**src/rtl/string_to_integer_parser_core_macros.svh**
```systemverilog
// assertion macros used by the parser core rtl
`ifndef STRING_TO_INTEGER_PARSER_CORE_MACROS_SVH
`define STRING_TO_INTEGER_PARSER_CORE_MACROS_SVH

`ifndef NO_ASSERTIONS

// condition holds at every clock edge out of reset
`define STOI_ASSERT(label, cond) \
  label: assert property (@(posedge clk) disable iff (!rst_n) (cond)) \
    else $error("stoi assertion failed");

// antecedent implies consequent in the same cycle
`define STOI_ASSERT_IMP(label, ante, cons) \
  label: assert property (@(posedge clk) disable iff (!rst_n) (ante) |-> (cons)) \
    else $error("stoi implication failed");

// antecedent implies consequent in the next cycle
`define STOI_ASSERT_NXT(label, ante, cons) \
  label: assert property (@(posedge clk) disable iff (!rst_n) (ante) |=> (cons)) \
    else $error("stoi next-cycle implication failed");

`else

`define STOI_ASSERT(label, cond)
`define STOI_ASSERT_IMP(label, ante, cons)
`define STOI_ASSERT_NXT(label, ante, cons)

`endif

`endif

```
**src/rtl/stoi_pkg.sv**
```systemverilog
// shared constants, types and character helpers for the string parser
package stoi_pkg;

  // parse phases
  localparam logic [2:0] PH_SPACE  = 3'd0;
  localparam logic [2:0] PH_SIGN   = 3'd1;
  localparam logic [2:0] PH_ZERO   = 3'd2;
  localparam logic [2:0] PH_HEXX   = 3'd3;
  localparam logic [2:0] PH_DIGITS = 3'd4;
  localparam logic [2:0] PH_SKIP   = 3'd5;

  // result status codes
  localparam logic [1:0] ST_OK       = 2'd0;
  localparam logic [1:0] ST_BAD_BASE = 2'd1;
  localparam logic [1:0] ST_RANGE    = 2'd2;

  // configuration register indexes
  localparam int unsigned CFG_INDEX_WIDTH = 4;
  localparam logic [CFG_INDEX_WIDTH-1:0] CFG_NUMBER_BASE   = 4'd0;
  localparam logic [CFG_INDEX_WIDTH-1:0] CFG_UNSIGNED_MODE = 4'd1;

  // base handling
  localparam int unsigned BASE_WIDTH = 6;
  localparam int unsigned CFG_DATA_WIDTH = 6;
  localparam logic [BASE_WIDTH-1:0] BASE_AUTO  = 6'd0;
  localparam logic [BASE_WIDTH-1:0] BASE_ONE   = 6'd1;
  localparam logic [BASE_WIDTH-1:0] BASE_MIN   = 6'd2;
  localparam logic [BASE_WIDTH-1:0] BASE_OCT   = 6'd8;
  localparam logic [BASE_WIDTH-1:0] BASE_DEC   = 6'd10;
  localparam logic [BASE_WIDTH-1:0] BASE_HEX   = 6'd16;
  localparam logic [BASE_WIDTH-1:0] BASE_MAX   = 6'd36;
  localparam logic [BASE_WIDTH-1:0] DIGIT_NONE = 6'd63;

  // characters
  localparam logic [7:0] CH_NUL   = 8'h00;
  localparam logic [7:0] CH_TAB   = 8'h09;
  localparam logic [7:0] CH_CR    = 8'h0d;
  localparam logic [7:0] CH_SPACE = 8'h20;
  localparam logic [7:0] CH_PLUS  = 8'h2b;
  localparam logic [7:0] CH_MINUS = 8'h2d;
  localparam logic [7:0] CH_ZERO  = 8'h30;
  localparam logic [7:0] CH_NINE  = 8'h39;
  localparam logic [7:0] CH_UA    = 8'h41;
  localparam logic [7:0] CH_UZ    = 8'h5a;
  localparam logic [7:0] CH_LA    = 8'h61;
  localparam logic [7:0] CH_LZ    = 8'h7a;
  localparam logic [7:0] CH_LX    = 8'h78;
  localparam logic [7:0] CASE_BIT = 8'h20;

  // controls for one accumulate step
  typedef struct packed {
    logic negative;
    logic unsigned_mode;
    logic range;
  } acc_ctrl_t;

  // digit value of a character, DIGIT_NONE when it is no digit at all
  function automatic logic [BASE_WIDTH-1:0] digit_of(input logic [7:0] c);
    logic [7:0] t;
    t = 8'd0;
    if (c >= CH_ZERO && c <= CH_NINE) begin
      t = c - CH_ZERO;
    end else if (c >= CH_LA && c <= CH_LZ) begin
      t = c - CH_LA + 8'd10;
    end else if (c >= CH_UA && c <= CH_UZ) begin
      t = c - CH_UA + 8'd10;
    end else begin
      t = {2'b00, DIGIT_NONE};
    end
    return t[BASE_WIDTH-1:0];
  endfunction

  // whitespace: tab through carriage return, and space
  function automatic logic is_space(input logic [7:0] c);
    return (c == CH_SPACE) || (c >= CH_TAB && c <= CH_CR);
  endfunction

endpackage

```
**src/rtl/stoi_accum.sv**
```systemverilog
// one multiply-add step of the accumulator with range check
module stoi_accum #(
  parameter int unsigned VALUE_WIDTH = 64
) (
  input  logic [VALUE_WIDTH-1:0]             acc,
  input  logic [stoi_pkg::BASE_WIDTH-1:0]    base,
  input  logic [stoi_pkg::BASE_WIDTH-1:0]    digit,
  input  stoi_pkg::acc_ctrl_t                ctrl,
  output logic [VALUE_WIDTH-1:0]             acc_nxt,
  output logic                               range_nxt
);

  localparam int unsigned PW = VALUE_WIDTH + stoi_pkg::BASE_WIDTH;

  logic [stoi_pkg::BASE_WIDTH-1:0] base_c;
  logic [VALUE_WIDTH-1:0]          limit;
  logic [PW-1:0]                   sum;
  logic                            over;

  // base below two behaves as two
  assign base_c = (base < stoi_pkg::BASE_MIN) ? stoi_pkg::BASE_MIN : base;

  // largest magnitude allowed for the sign and mode
  always_comb begin
    if (ctrl.unsigned_mode) begin
      limit = '1;
    end else if (ctrl.negative) begin
      limit = {1'b1, {(VALUE_WIDTH-1){1'b0}}};
    end else begin
      limit = {1'b0, {(VALUE_WIDTH-1){1'b1}}};
    end
  end

  // acc * base + digit compared against the limit, no division needed
  assign sum  = PW'(acc) * PW'(base_c) + PW'(digit);
  assign over = sum > PW'(limit);

  // apply the step
  always_comb begin
    acc_nxt   = acc;
    range_nxt = ctrl.range;
    if (ctrl.unsigned_mode && ctrl.negative) begin
      if (digit != '0) begin
        range_nxt = 1'b1;
      end
    end else if (!ctrl.range) begin
      if (over) begin
        range_nxt = 1'b1;
      end else begin
        acc_nxt = sum[VALUE_WIDTH-1:0];
      end
    end
  end

endmodule

```
**src/rtl/string_to_integer_parser_core.sv**
```systemverilog
// streaming strtol-style parser, one character per request
//
// Input channel (in_valid/in_ready/in_character) takes one byte per request;
// a zero byte ends the string. Leading whitespace, an optional sign and a
// 0x prefix (base 16 or automatic base) are taken, then digits of the base.
// At the first non-digit or the terminator one result request goes out on
// the output channel (out_value, out_consumed_count, out_status); bytes after
// it are dropped until the terminator.
// Config port: cfg_we writes cfg_wdata to register cfg_index (0 number_base,
// 1 unsigned_mode); write only while the block is idle.
// Path: a byte waits in the input register, then the parse step writes the
// result register. Throughput: one byte per cycle unless stalled (below);
// the step is one 64x6 multiply-add and a compare against the range limit,
// between the input and result registers.
// Reset (synchronous, rst_n low) clears the parse state, empties both
// registers and sets number_base to 10 and unsigned_mode to 0.
// Stall: while a result waits, bytes that make no result keep flowing; a
// byte that would make one waits in the input register, and in_ready drops.
`include "string_to_integer_parser_core_macros.svh"

module string_to_integer_parser_core #(
  parameter int unsigned VALUE_WIDTH = 64,
  parameter int unsigned COUNT_WIDTH = 16
) (
  input  logic                                  clk,
  input  logic                                  rst_n,
  // configuration
  input  logic                                  cfg_we,
  input  logic [stoi_pkg::CFG_INDEX_WIDTH-1:0]  cfg_index,
  input  logic [stoi_pkg::CFG_DATA_WIDTH-1:0]   cfg_wdata,
  // input characters
  input  logic                                  in_valid,
  output logic                                  in_ready,
  input  logic [7:0]                            in_character,
  // results
  output logic                                  out_valid,
  input  logic                                  out_ready,
  output logic [VALUE_WIDTH-1:0]                out_value,
  output logic [COUNT_WIDTH-1:0]                out_consumed_count,
  output logic [1:0]                            out_status
);

  localparam logic [COUNT_WIDTH-1:0] CNT_MAX = '1;
  localparam logic [VALUE_WIDTH-1:0] VAL_ALL = '1;
  localparam logic [VALUE_WIDTH-1:0] VAL_MIN = {1'b1, {(VALUE_WIDTH-1){1'b0}}};
  localparam logic [VALUE_WIDTH-1:0] VAL_MAX = {1'b0, {(VALUE_WIDTH-1){1'b1}}};

  // config registers
  logic [stoi_pkg::BASE_WIDTH-1:0] nb_r;
  logic                            um_r;

  // input register
  logic       s1_valid_r;
  logic [7:0] s1_char_r;

  // parse state
  logic [2:0]                      ph_r, ph_nxt;
  logic [VALUE_WIDTH-1:0]          acc_r, acc_nxt;
  logic                            neg_r, neg_nxt;
  logic                            seen_r, seen_nxt;
  logic [COUNT_WIDTH-1:0]          pos_r, pos_nxt, pos_inc;
  logic [stoi_pkg::BASE_WIDTH-1:0] ab_r, ab_nxt;
  logic                            rng_r, rng_nxt;

  // result register
  logic                   out_valid_r;
  logic [VALUE_WIDTH-1:0] out_value_r;
  logic [COUNT_WIDTH-1:0] out_count_r;
  logic [1:0]             out_status_r;

  // step outputs
  logic                   emit;
  logic [VALUE_WIDTH-1:0] ev;
  logic [COUNT_WIDTH-1:0] ec;
  logic [1:0]             es;
  logic                   fire;

  // step helpers
  logic [stoi_pkg::BASE_WIDTH-1:0] acc_base;
  logic [stoi_pkg::BASE_WIDTH-1:0] digit;
  logic                            dig_ok;
  logic                            bad_base;
  logic [VALUE_WIDTH-1:0]          acc_new;
  logic                            rng_new;
  stoi_pkg::acc_ctrl_t             acc_ctrl;
  logic                            cont, clr, fin;
  logic [2:0]                      cur;
  logic [stoi_pkg::BASE_WIDTH-1:0] ab_v;

  // config writes
  always_ff @(posedge clk) begin
    if (!rst_n) begin
      nb_r <= stoi_pkg::BASE_DEC;
      um_r <= 1'b0;
    end else if (cfg_we) begin
      unique case (cfg_index)
        stoi_pkg::CFG_NUMBER_BASE:   nb_r <= cfg_wdata[stoi_pkg::BASE_WIDTH-1:0];
        stoi_pkg::CFG_UNSIGNED_MODE: um_r <= cfg_wdata[0];
        default: ;
      endcase
    end
  end

  // handshake: a byte steps when its result, if any, has room
  assign fire     = s1_valid_r && (!emit || !out_valid_r || out_ready);
  assign in_ready = !s1_valid_r || fire;

  // input register
  always_ff @(posedge clk) begin
    if (!rst_n) begin
      s1_valid_r <= 1'b0;
    end else if (in_ready) begin
      s1_valid_r <= in_valid;
    end
  end

  always_ff @(posedge clk) begin
    if (in_ready && in_valid) begin
      s1_char_r <= in_character;
    end
  end

  // base the digit would be taken in, for the phase this byte lands in
  always_comb begin
    unique case (ph_r)
      stoi_pkg::PH_SPACE:
        acc_base = (nb_r == stoi_pkg::BASE_AUTO) ? stoi_pkg::BASE_DEC : nb_r;
      stoi_pkg::PH_SIGN:
        acc_base = (ab_r == stoi_pkg::BASE_AUTO) ? stoi_pkg::BASE_DEC : ab_r;
      stoi_pkg::PH_ZERO:
        acc_base = (ab_r == stoi_pkg::BASE_AUTO) ? stoi_pkg::BASE_OCT : ab_r;
      stoi_pkg::PH_HEXX:
        acc_base = stoi_pkg::BASE_HEX;
      default:
        acc_base = ab_r;
    endcase
  end

  assign digit    = stoi_pkg::digit_of(s1_char_r);
  assign dig_ok   = digit < acc_base;
  assign bad_base = (nb_r == stoi_pkg::BASE_ONE) || (nb_r > stoi_pkg::BASE_MAX);
  assign pos_inc  = (pos_r == CNT_MAX) ? pos_r : pos_r + COUNT_WIDTH'(1);

  assign acc_ctrl.negative      = neg_r;
  assign acc_ctrl.unsigned_mode = um_r;
  assign acc_ctrl.range         = rng_r;

  stoi_accum #(
    .VALUE_WIDTH (VALUE_WIDTH)
  ) u_accum (
    .acc       (acc_r),
    .base      (acc_base),
    .digit     (digit),
    .ctrl      (acc_ctrl),
    .acc_nxt   (acc_new),
    .range_nxt (rng_new)
  );

  // parse step for the byte in the input register
  always_comb begin
    ph_nxt   = ph_r;
    acc_nxt  = acc_r;
    neg_nxt  = neg_r;
    seen_nxt = seen_r;
    pos_nxt  = pos_r;
    rng_nxt  = rng_r;
    ab_v     = ab_r;
    emit     = 1'b0;
    ev       = '0;
    ec       = '0;
    es       = stoi_pkg::ST_OK;
    clr      = 1'b0;
    fin      = 1'b0;
    cont     = 1'b1;
    cur      = ph_r;

    // after the number: drop bytes until the terminator
    if (ph_r > stoi_pkg::PH_DIGITS) begin
      cont = 1'b0;
      if (s1_char_r == stoi_pkg::CH_NUL) begin
        clr = 1'b1;
      end
    end

    // leading whitespace
    if (cont && cur == stoi_pkg::PH_SPACE) begin
      if (s1_char_r == stoi_pkg::CH_NUL) begin
        emit = 1'b1;
        es   = bad_base ? stoi_pkg::ST_BAD_BASE : stoi_pkg::ST_OK;
        clr  = 1'b1;
        cont = 1'b0;
      end else if (stoi_pkg::is_space(s1_char_r)) begin
        pos_nxt = pos_inc;
        cont    = 1'b0;
      end else begin
        ab_v = nb_r;
        if (bad_base) begin
          emit = 1'b1;
          es   = stoi_pkg::ST_BAD_BASE;
          fin  = 1'b1;
          cont = 1'b0;
        end else begin
          cur    = stoi_pkg::PH_SIGN;
          ph_nxt = stoi_pkg::PH_SIGN;
          if (s1_char_r == stoi_pkg::CH_PLUS || s1_char_r == stoi_pkg::CH_MINUS) begin
            neg_nxt = (s1_char_r == stoi_pkg::CH_MINUS);
            pos_nxt = pos_inc;
            cont    = 1'b0;
          end
        end
      end
    end

    // first character after the sign
    if (cont && cur == stoi_pkg::PH_SIGN) begin
      cont = 1'b0;
      if (s1_char_r == stoi_pkg::CH_ZERO &&
          (ab_v == stoi_pkg::BASE_AUTO || ab_v == stoi_pkg::BASE_HEX)) begin
        seen_nxt = 1'b1;
        ph_nxt   = stoi_pkg::PH_ZERO;
        pos_nxt  = pos_inc;
      end else begin
        if (ab_v == stoi_pkg::BASE_AUTO) begin
          ab_v = stoi_pkg::BASE_DEC;
        end
        if (dig_ok) begin
          seen_nxt = 1'b1;
          acc_nxt  = acc_new;
          rng_nxt  = rng_new;
          ph_nxt   = stoi_pkg::PH_DIGITS;
          pos_nxt  = pos_inc;
        end else begin
          emit = 1'b1;
          fin  = 1'b1;
        end
      end
    end

    // leading zero: maybe an x follows
    if (cont && cur == stoi_pkg::PH_ZERO) begin
      if ((s1_char_r | stoi_pkg::CASE_BIT) == stoi_pkg::CH_LX) begin
        ph_nxt  = stoi_pkg::PH_HEXX;
        pos_nxt = pos_inc;
        cont    = 1'b0;
      end else begin
        if (ab_v == stoi_pkg::BASE_AUTO) begin
          ab_v = stoi_pkg::BASE_OCT;
        end
        cur    = stoi_pkg::PH_DIGITS;
        ph_nxt = stoi_pkg::PH_DIGITS;
      end
    end

    // after the prefix a hex digit must follow
    if (cont && cur == stoi_pkg::PH_HEXX) begin
      cont = 1'b0;
      if (dig_ok) begin
        ab_v    = stoi_pkg::BASE_HEX;
        acc_nxt = acc_new;
        rng_nxt = rng_new;
        ph_nxt  = stoi_pkg::PH_DIGITS;
        pos_nxt = pos_inc;
      end else begin
        // count stops at the zero, the x is not part of the number
        emit = 1'b1;
        ec   = (pos_r == CNT_MAX) ? CNT_MAX : pos_r - COUNT_WIDTH'(1);
        fin  = 1'b1;
      end
    end

    // digit run
    if (cont) begin
      if (dig_ok) begin
        acc_nxt = acc_new;
        rng_nxt = rng_new;
        pos_nxt = pos_inc;
      end else begin
        emit = 1'b1;
        ec   = seen_r ? pos_r : '0;
        if (rng_r) begin
          es = stoi_pkg::ST_RANGE;
          if (um_r) begin
            ev = neg_r ? '0 : VAL_ALL;
          end else begin
            ev = neg_r ? VAL_MIN : VAL_MAX;
          end
        end else begin
          ev = neg_r ? ('0 - acc_r) : acc_r;
        end
        fin = 1'b1;
      end
    end

    ab_nxt = ab_v;

    // end of number: skip the tail, or restart on the terminator
    if (fin) begin
      if (s1_char_r == stoi_pkg::CH_NUL) begin
        clr = 1'b1;
      end else begin
        ph_nxt = stoi_pkg::PH_SKIP;
      end
    end

    // new string
    if (clr) begin
      ph_nxt   = stoi_pkg::PH_SPACE;
      acc_nxt  = '0;
      neg_nxt  = 1'b0;
      seen_nxt = 1'b0;
      pos_nxt  = '0;
      ab_nxt   = stoi_pkg::BASE_AUTO;
      rng_nxt  = 1'b0;
    end
  end

  // parse state registers
  always_ff @(posedge clk) begin
    if (!rst_n) begin
      ph_r   <= stoi_pkg::PH_SPACE;
      acc_r  <= '0;
      neg_r  <= 1'b0;
      seen_r <= 1'b0;
      pos_r  <= '0;
      ab_r   <= stoi_pkg::BASE_AUTO;
      rng_r  <= 1'b0;
    end else if (fire) begin
      ph_r   <= ph_nxt;
      acc_r  <= acc_nxt;
      neg_r  <= neg_nxt;
      seen_r <= seen_nxt;
      pos_r  <= pos_nxt;
      ab_r   <= ab_nxt;
      rng_r  <= rng_nxt;
    end
  end

  // result register
  always_ff @(posedge clk) begin
    if (!rst_n) begin
      out_valid_r <= 1'b0;
    end else if (fire && emit) begin
      out_valid_r <= 1'b1;
    end else if (out_ready) begin
      out_valid_r <= 1'b0;
    end
  end

  always_ff @(posedge clk) begin
    if (fire && emit) begin
      out_value_r  <= ev;
      out_count_r  <= ec;
      out_status_r <= es;
    end
  end

  assign out_valid          = out_valid_r;
  assign out_value          = out_value_r;
  assign out_consumed_count = out_count_r;
  assign out_status         = out_status_r;

  // checks
  `STOI_ASSERT_IMP(a_result_slot_free, fire && emit, !out_valid_r || out_ready)
  `STOI_ASSERT_IMP(a_bad_base_zero, out_valid_r && out_status_r == stoi_pkg::ST_BAD_BASE,
                   out_value_r == '0 && out_count_r == '0)
  `STOI_ASSERT(a_acc_zero_without_digits, seen_r || acc_r == '0)
  `STOI_ASSERT_IMP(a_range_needs_digits, rng_r, seen_r)

endmodule
```
**config.mk**
```make
export PLATFORM = sky130hd
export DESIGN_NAME = string_to_integer_parser_core
export DESIGN_NICKNAME = d
export VERILOG_FILES = /design/src/rtl/stoi_pkg.sv /design/src/rtl/stoi_accum.sv /design/src/rtl/string_to_integer_parser_core.sv
export VERILOG_INCLUDE_DIRS = /design/src /design/src/rtl
export SDC_FILE = /design/constraint.sdc
export NUM_CORES = 2
export LEC_CHECK = 0
export BUFFER_PORTS_ARGS = -buffer_cell sky130_fd_sc_hd__buf_2
export CAP_MARGIN = 20
export CORE_MARGIN = 5
export CORE_UTILIZATION = 55
export DETAILED_ROUTE_END_ITERATION = 16
export GPL_ROUTABILITY_DRIVEN = 0
export PLACE_DENSITY = 0.72
export SYNTH_ARGS = -nofsm -noshare
export SYNTH_HDL_FRONTEND = slang
export SYNTH_HIERARCHICAL = 1
export SYNTH_SLANG_ARGS = --single-unit
```
**constraint.sdc**
```tcl
create_clock -name clk -period 21.4 [get_ports clk]
set_input_delay 2.14 -clock clk [delete_from_list [all_inputs] [get_ports clk]]
set_output_delay 2.14 -clock clk [all_outputs]
set_load 0.05 [all_outputs]
```
# After elaboration in Yosys (flattened, before gate mapping)
# Index checks and enable logic that the tools add are counted.
# op_classes
addsub,9
multipliers,1
order_cmp,13
n_eq_ne,18
mux,142
n_bitwise,1
reduce_logical,41
# op_table
operator,count
two-way mux 64 bit,17
two-way mux 16 bit,22
two-way mux 6 bit,19
adder 70 x 6 -> 70 bit,1
> comparator 70 x 64 -> 1 bit,1
multiplier 64 x 6 -> 70 bit,1
two-way mux 1 bit,64
"subtractor 1 x 64 -> 64 bit, first input constant",1
two-way mux 3 bit,16
"equality test 8 x 6 -> 1 bit, second input constant",4
zero test 6 bit,4
one-hot mux 6 bit (4 select lines),1
"adder 16 x 1 -> 16 bit, second input constant",1
"equality test 16 bit, second input constant",1
"greater-or-equal comparator 8 x 7 -> 1 bit, second input constant",2
"less-or-equal comparator 8 x 7 -> 1 bit, second input constant",2
"subtractor 16 x 1 -> 16 bit, second input constant",1
logical AND 1 bit,13
"adder 6 x 4 -> 6 bit, second input constant",2
"equality test 3 x 2 -> 1 bit, second input constant",4
"subtractor 6 bit, second input constant",2
"greater-or-equal comparator 8 x 4 -> 1 bit, second input constant",1
"greater-or-equal comparator 8 x 6 -> 1 bit, second input constant",1
"less-or-equal comparator 8 x 4 -> 1 bit, second input constant",1
other kinds (27),43
# word_totals
regBits,191
out_inout_bits,84

# Depth between registers and ports, before layout
# logic_depth
ltp_word,22
ltp_mapped,45
mapped_depth_nobuf,42

# Hierarchy
# Netlist, hierarchy kept.
# by_module_without_submodules
mod,instances,cells_per_inst,area_per_inst_um2
stoi_accum,1,1769,15346.0
string_to_integer_parser_core,1,1223,10664.0

# Least setup slack after synthesis
# No wires, ideal clock.
# synth_timing
kind,flip-flop to flip-flop
start,register ab_r[1] (netlist name)
end,register acc_r[10]
setup_ns,0.120
arrival_ns,9.317
path_slack_ns,11.963
stages_incl_launch_ff,45
n_path_buf,3
period_less_slack_ns,9.437
path_cell_list,dfxtp_1 nor4_1 nand2b_1 nor2_1 inv_1 a21oi_1 o32a_1 nand2_1 inv_1 nor4_1 or2_2 clkbuf_1 clkbuf_1 and2_1 fa_1 inv_1 fa_1 inv_1 [9 not listed] a21oi_1 o21bai_1 a2111oi_0 and4b_1 ha_1 a21oi_1 o211ai_1 a31oi_1 o21ai_0 a2111oi_0 o21ai_0 a21oi_1 o311ai_0 nor4_4 buf_6 mux2_2 nand2_1 a21oi_1
# synth_via
elab_chain_len,19
# synth_rtl
element,line_no,source
from (decl),string_to_integer_parser_core.sv:62,"logic [stoi_pkg::BASE_WIDTH-1:0] ab_r, ab_nxt;"
from (signal assigned),string_to_integer_parser_core.sv:325,ab_r <= stoi_pkg::BASE_AUTO;
from (signal assigned),string_to_integer_parser_core.sv:333,ab_r <= ab_nxt;
zero test 6 bit (*),"string_to_integer_parser_core.sv:129, string_to_integer_parser_core.sv:131",
"two-way mux 6 bit, on equally long branches","string_to_integer_parser_core.sv:131, string_to_integer_parser_core.sv:129",
one-hot mux 6 bit (4 select lines) (*),string_to_integer_parser_core.sv:125,unique case (ph_r)
via acc_base (one bit),string_to_integer_parser_core.sv:79,logic [stoi_pkg::BASE_WIDTH-1:0] acc_base;
< comparator 6 x 2 -> 1 bit,stoi_accum.sv:21,assign base_c = (base < stoi_pkg::BASE_MIN) ? stoi_pkg::BASE_MIN : base;
two-way mux 6 bit (*),stoi_accum.sv:21,
multiplier 64 x 6 -> 70 bit (*),stoi_accum.sv:35,assign sum = PW'(acc) * PW'(base_c) + PW'(digit);
adder 70 x 6 -> 70 bit (*),stoi_accum.sv:35,
[4 not listed],n/a,
via acc_new[10],string_to_integer_parser_core.sv:83,logic [VALUE_WIDTH-1:0] acc_new;
two-way mux 64 bit,string_to_integer_parser_core.sv:226,if (dig_ok) begin
two-way mux 64 bit,string_to_integer_parser_core.sv:217,if (s1_char_r == stoi_pkg::CH_ZERO &&
two-way mux 64 bit,string_to_integer_parser_core.sv:215,if (cont && cur == stoi_pkg::PH_SIGN) begin
two-way mux 64 bit,string_to_integer_parser_core.sv:257,if (dig_ok) begin
two-way mux 64 bit,string_to_integer_parser_core.sv:255,if (cont && cur == stoi_pkg::PH_HEXX) begin
two-way mux 64 bit,string_to_integer_parser_core.sv:273,if (dig_ok) begin
two-way mux 64 bit (*),string_to_integer_parser_core.sv:272,if (cont) begin
two-way mux 64 bit (*),string_to_integer_parser_core.sv:306,if (clr) begin
to (signal assigned),string_to_integer_parser_core.sv:329,acc_r <= acc_nxt;
to (decl),string_to_integer_parser_core.sv:58,"logic [VALUE_WIDTH-1:0] acc_r, acc_nxt;"
# The timed path passes the listed nets; every way through them passes the cells marked *.
# A chain may end at the register's enable or synchronous reset.

# Worst setup path in the final report
# layout_timing
start,register ab_r[1] (netlist name)
end,register acc_r[18]
# Same word-level chain as after synthesis.

==> flow_metrics.tcl <==
set metrics [dict create \
    status "finished, final reports clean" \
    yosys-top-cells-area "fa_1 19%, ha_1 11%, edfxtp_1 10%, and2_1 8.5%, dfxtp_1 7.8%" \
    critical_path_arrival_ps 12630 \
    grt_pass1_vias 22200 \
    post_cts_resized 0 \
    reg2reg_from "ab_r[1]" \
    fmax_mhz 81.4 \
    fillers 4132 \
    drive_gt1_share_pct 7.41 \
    path_clk_slew_ps 80 \
    switching_share_pct 36.6 \
    synthCells 2992 \
    clk_path_buf_depth 2 \
    report.final.slew_viol_count 0 \
    p_clk_share_pct 34.0 \
    r2r_slack_ps 9120 \
    slew_headroom_pct 30.4 \
    tightest_slew_ps 1040 \
    cp_slowest_cell "o41ai_1" \
    seq_area_frac_synth_pct 18.2 \
    regArea_sq_mm 0.00473 \
    hpwlAfterDp_mm 53.2 \
    peakVddDrop_mv 0.0643 \
    holdBufCountCts 0 \
    vias 22400 \
    grt_max_degree 81 \
    worstHoldPathType "reg -> reg" \
    yosys_warnings 6 \
    async_flop_share_pct 0 \
    die_h_microns 227 \
    leakage_nw 13.0 \
    ios 107 \
    crit_top_cell "inv_1" \
    fin_tns_setup_ps 0 \
    hold_viol_final 0 \
    cts_tree "yes" \
    clockRootBuffer "clkbuf_16" \
    ant_nets 0 \
    p_sw_mw 0.358 \
    io_buffers 106 \
    synth-seq-cells 191 \
    cts_setup_buffers 0 \
    grt_first_pass_wirelength_mm 115 \
    period_share_pct 57.4 \
    synth_top_cell_by_area "fa_1" \
    core_area_sq_mm 0.0467 \
    holdCritStartpoint "seen_r" \
    combPwrFrac_pct 23.5 \
    layout.nets 3488 \
    synth_cell_types 92 \
    multi_input_area_sq_mm 0.0201 \
    post-route-util_pct 58.8 \
    end_kind "flip-flop" \
    cp.required_ps 21750 \
    drt_first_pass_iters 8 \
    htreeDepth 4 \
    crit_start "ab_r[1]" \
    timing.hold.ws_ps 465 \
    p_int_mw 0.621 \
    synth_edf_count 90 \
    grt_overflow 0 \
    track_usage_pct 27.5 \
    rsz0062_at_grt "false" \
    holdPathEnd "seen_r" \
    drc 0 \
    area_growth_pct 5.43 \
    startpoint_type "flip-flop" \
    antenna_found_initial 2 \
    cts_sinks 191 \
    p_seq_share_pct 42.5 \
    period_minus_slack_ps 12280 \
    routed_wl_mm 71.0 \
    skew_ps 13.2 \
    numCtsBuffers 17 \
    r2r-end "acc_r[18]" \
    die_area_sq_mm 0.0517 \
    drt-vias-per-instance 6.21 \
    reg2reg_depth 43 \
    initial_core_util_pct 55.7 \
    path_class "reg -> reg" \
    synth_top_area_share_pct 19.4 \
    die_w_microns 227 \
    worstPathMaxFanout 65 \
    first_iter_violations 2087 \
    layout_common_cells "361 x nand2_1, 352 x and2_1, 252 x fa_1, 229 x ha_1, 215 x a21oi_1" \
    power-per-cell-area_mw_per_mm2 35.7 \
    syn_avg_cell_area_sq_um 8.69 \
    syn-num-nets 3496 \
    wl_per_cell_microns 19.7 \
    insertion_delay_ps 520 \
    layout_commonest_cell "nand2_1" \
    finalSetupViolations 0 \
    cpPeakStageDelay_ps 620 \
    hold_depth 2 \
    synth-main-ff-cell "dfxtp_1" \
    synthesis.area_sq_mm 0.0260 \
    placementRows 79 \
    max_cap_violations 0 \
]
==> per-layer routing <==
layer | vias to the layer above | share of wire [%] | routed length [microns] | track usage [%]
li1 | 10400 | - | - | -
met1 | 11000 | 44 | 31200 | 38.1
met2 | 939 | 46 | 32400 | 43.3
met3 | 141 | 7.3 | 5220 | 5.48
met4 | 0 | 3.0 | 2130 | 9.82
met5 | - | 0 | 0 | 0
==> worst max path at each step <==
stage                           end  slack, ps  cells past startpoint
after global placement    acc_r[10]       9970                     42
final                     acc_r[18]       9120                     43
after global routing      acc_r[18]       8370                     43
after CTS                 acc_r[18]       9290                     42
after floorplan           acc_r[10]      11960                     44
after detailed placement  acc_r[18]       9380                     42
==> Yosys cell counts, drive strengths merged, types with 21 or more instances <==
library cell	count
dfxtp	101
fa	252
and2	354
edfxtp	90
buf	30
nand2	363
nor2	171
o21a	43
and3	24
a21o	36
or3	21
mux2	66
inv	140
a211oi	23
clkbuf	122
nor2b	21
xnor2	57
a21oi	216
nand3	37
nor3	44
xor2	78
ha	229
nand4	46
o21ai	171
o31ai	22
==> cells by family after synthesis <==
kind of cell / synth area share [%]
compound gates: 16.0
xor+xnor: 4.55
fa+ha+maj: 30.4
buf+inv: 4.58
flops: 18.2
mux: 3.32
simple gates: 23.0
==> final cells by class <==
type / instances / area share [%]
Clock buffer: 17 / 1.55
Timing Repair Buffer: 125 / 2.52
Clock inverter: 15 / 0.552
Antenna cell: 2 / 0.0183
Sequential cell: 191 / 17.2
Multi-Input combinational cell: 2508 / 73.4
Inverter: 141 / 1.93
Tap cell: 607 / 2.77
==> flip-flops by register name (all words and copies together), names as in the netlist <==
| signal | count |
|---|---|
| ab_r | 6 |
| um_r | 1 |
| out_consumed_count | 16 |
| nb_r | 6 |
| out_value | 64 |
| out_status | 2 |
| out_valid | 1 |
| neg_r | 1 |
| ph_r | 3 |
| rng_r | 1 |
| s1_char_r | 8 |
| pos_r | 16 |
| seen_r | 1 |
| acc_r | 64 |
| s1_valid_r | 1 |
==> critical path: cells and delay by family (launching register included) <==
| kind | cells | cell delay [ps] |
|---|---|---|
| adders and majority gates | 6 | 2640 |
| AOI/OAI and AO/OA | 14 | 3760 |
| muxes | 1 | 390 |
| xor gates and xnor gates | 1 | 270 |
| DFF | 1 | 350 |
| buffers and inverters | 9 | 1760 |
| and+or+nand+nor | 12 | 2810 |
==> stage by stage <==
step	total power, mW	area, sq um	std cells	worst slack [ps]
floorplan	0.588	26000	2992	11960
global placement	0.641	26800	3570	9970
detailed placement	0.647	26800	3570	9380
CTS	0.979	27400	3602	9290
global route	1.02	27400	3604	8370
finish	0.979	27400	3606	9120
==> power by group through the flow <==
stage / logic, mW / registers [mW] / clock network (mW)
after floorplan: 0.113 / 0.475 / 0
after global placement: 0.218 / 0.423 / 0
after detailed placement: 0.223 / 0.424 / 0
after CTS: 0.223 / 0.416 / 0.340
after global routing: 0.246 / 0.418 / 0.352
final: 0.230 / 0.416 / 0.333
(Power assumes the default switching activity.)
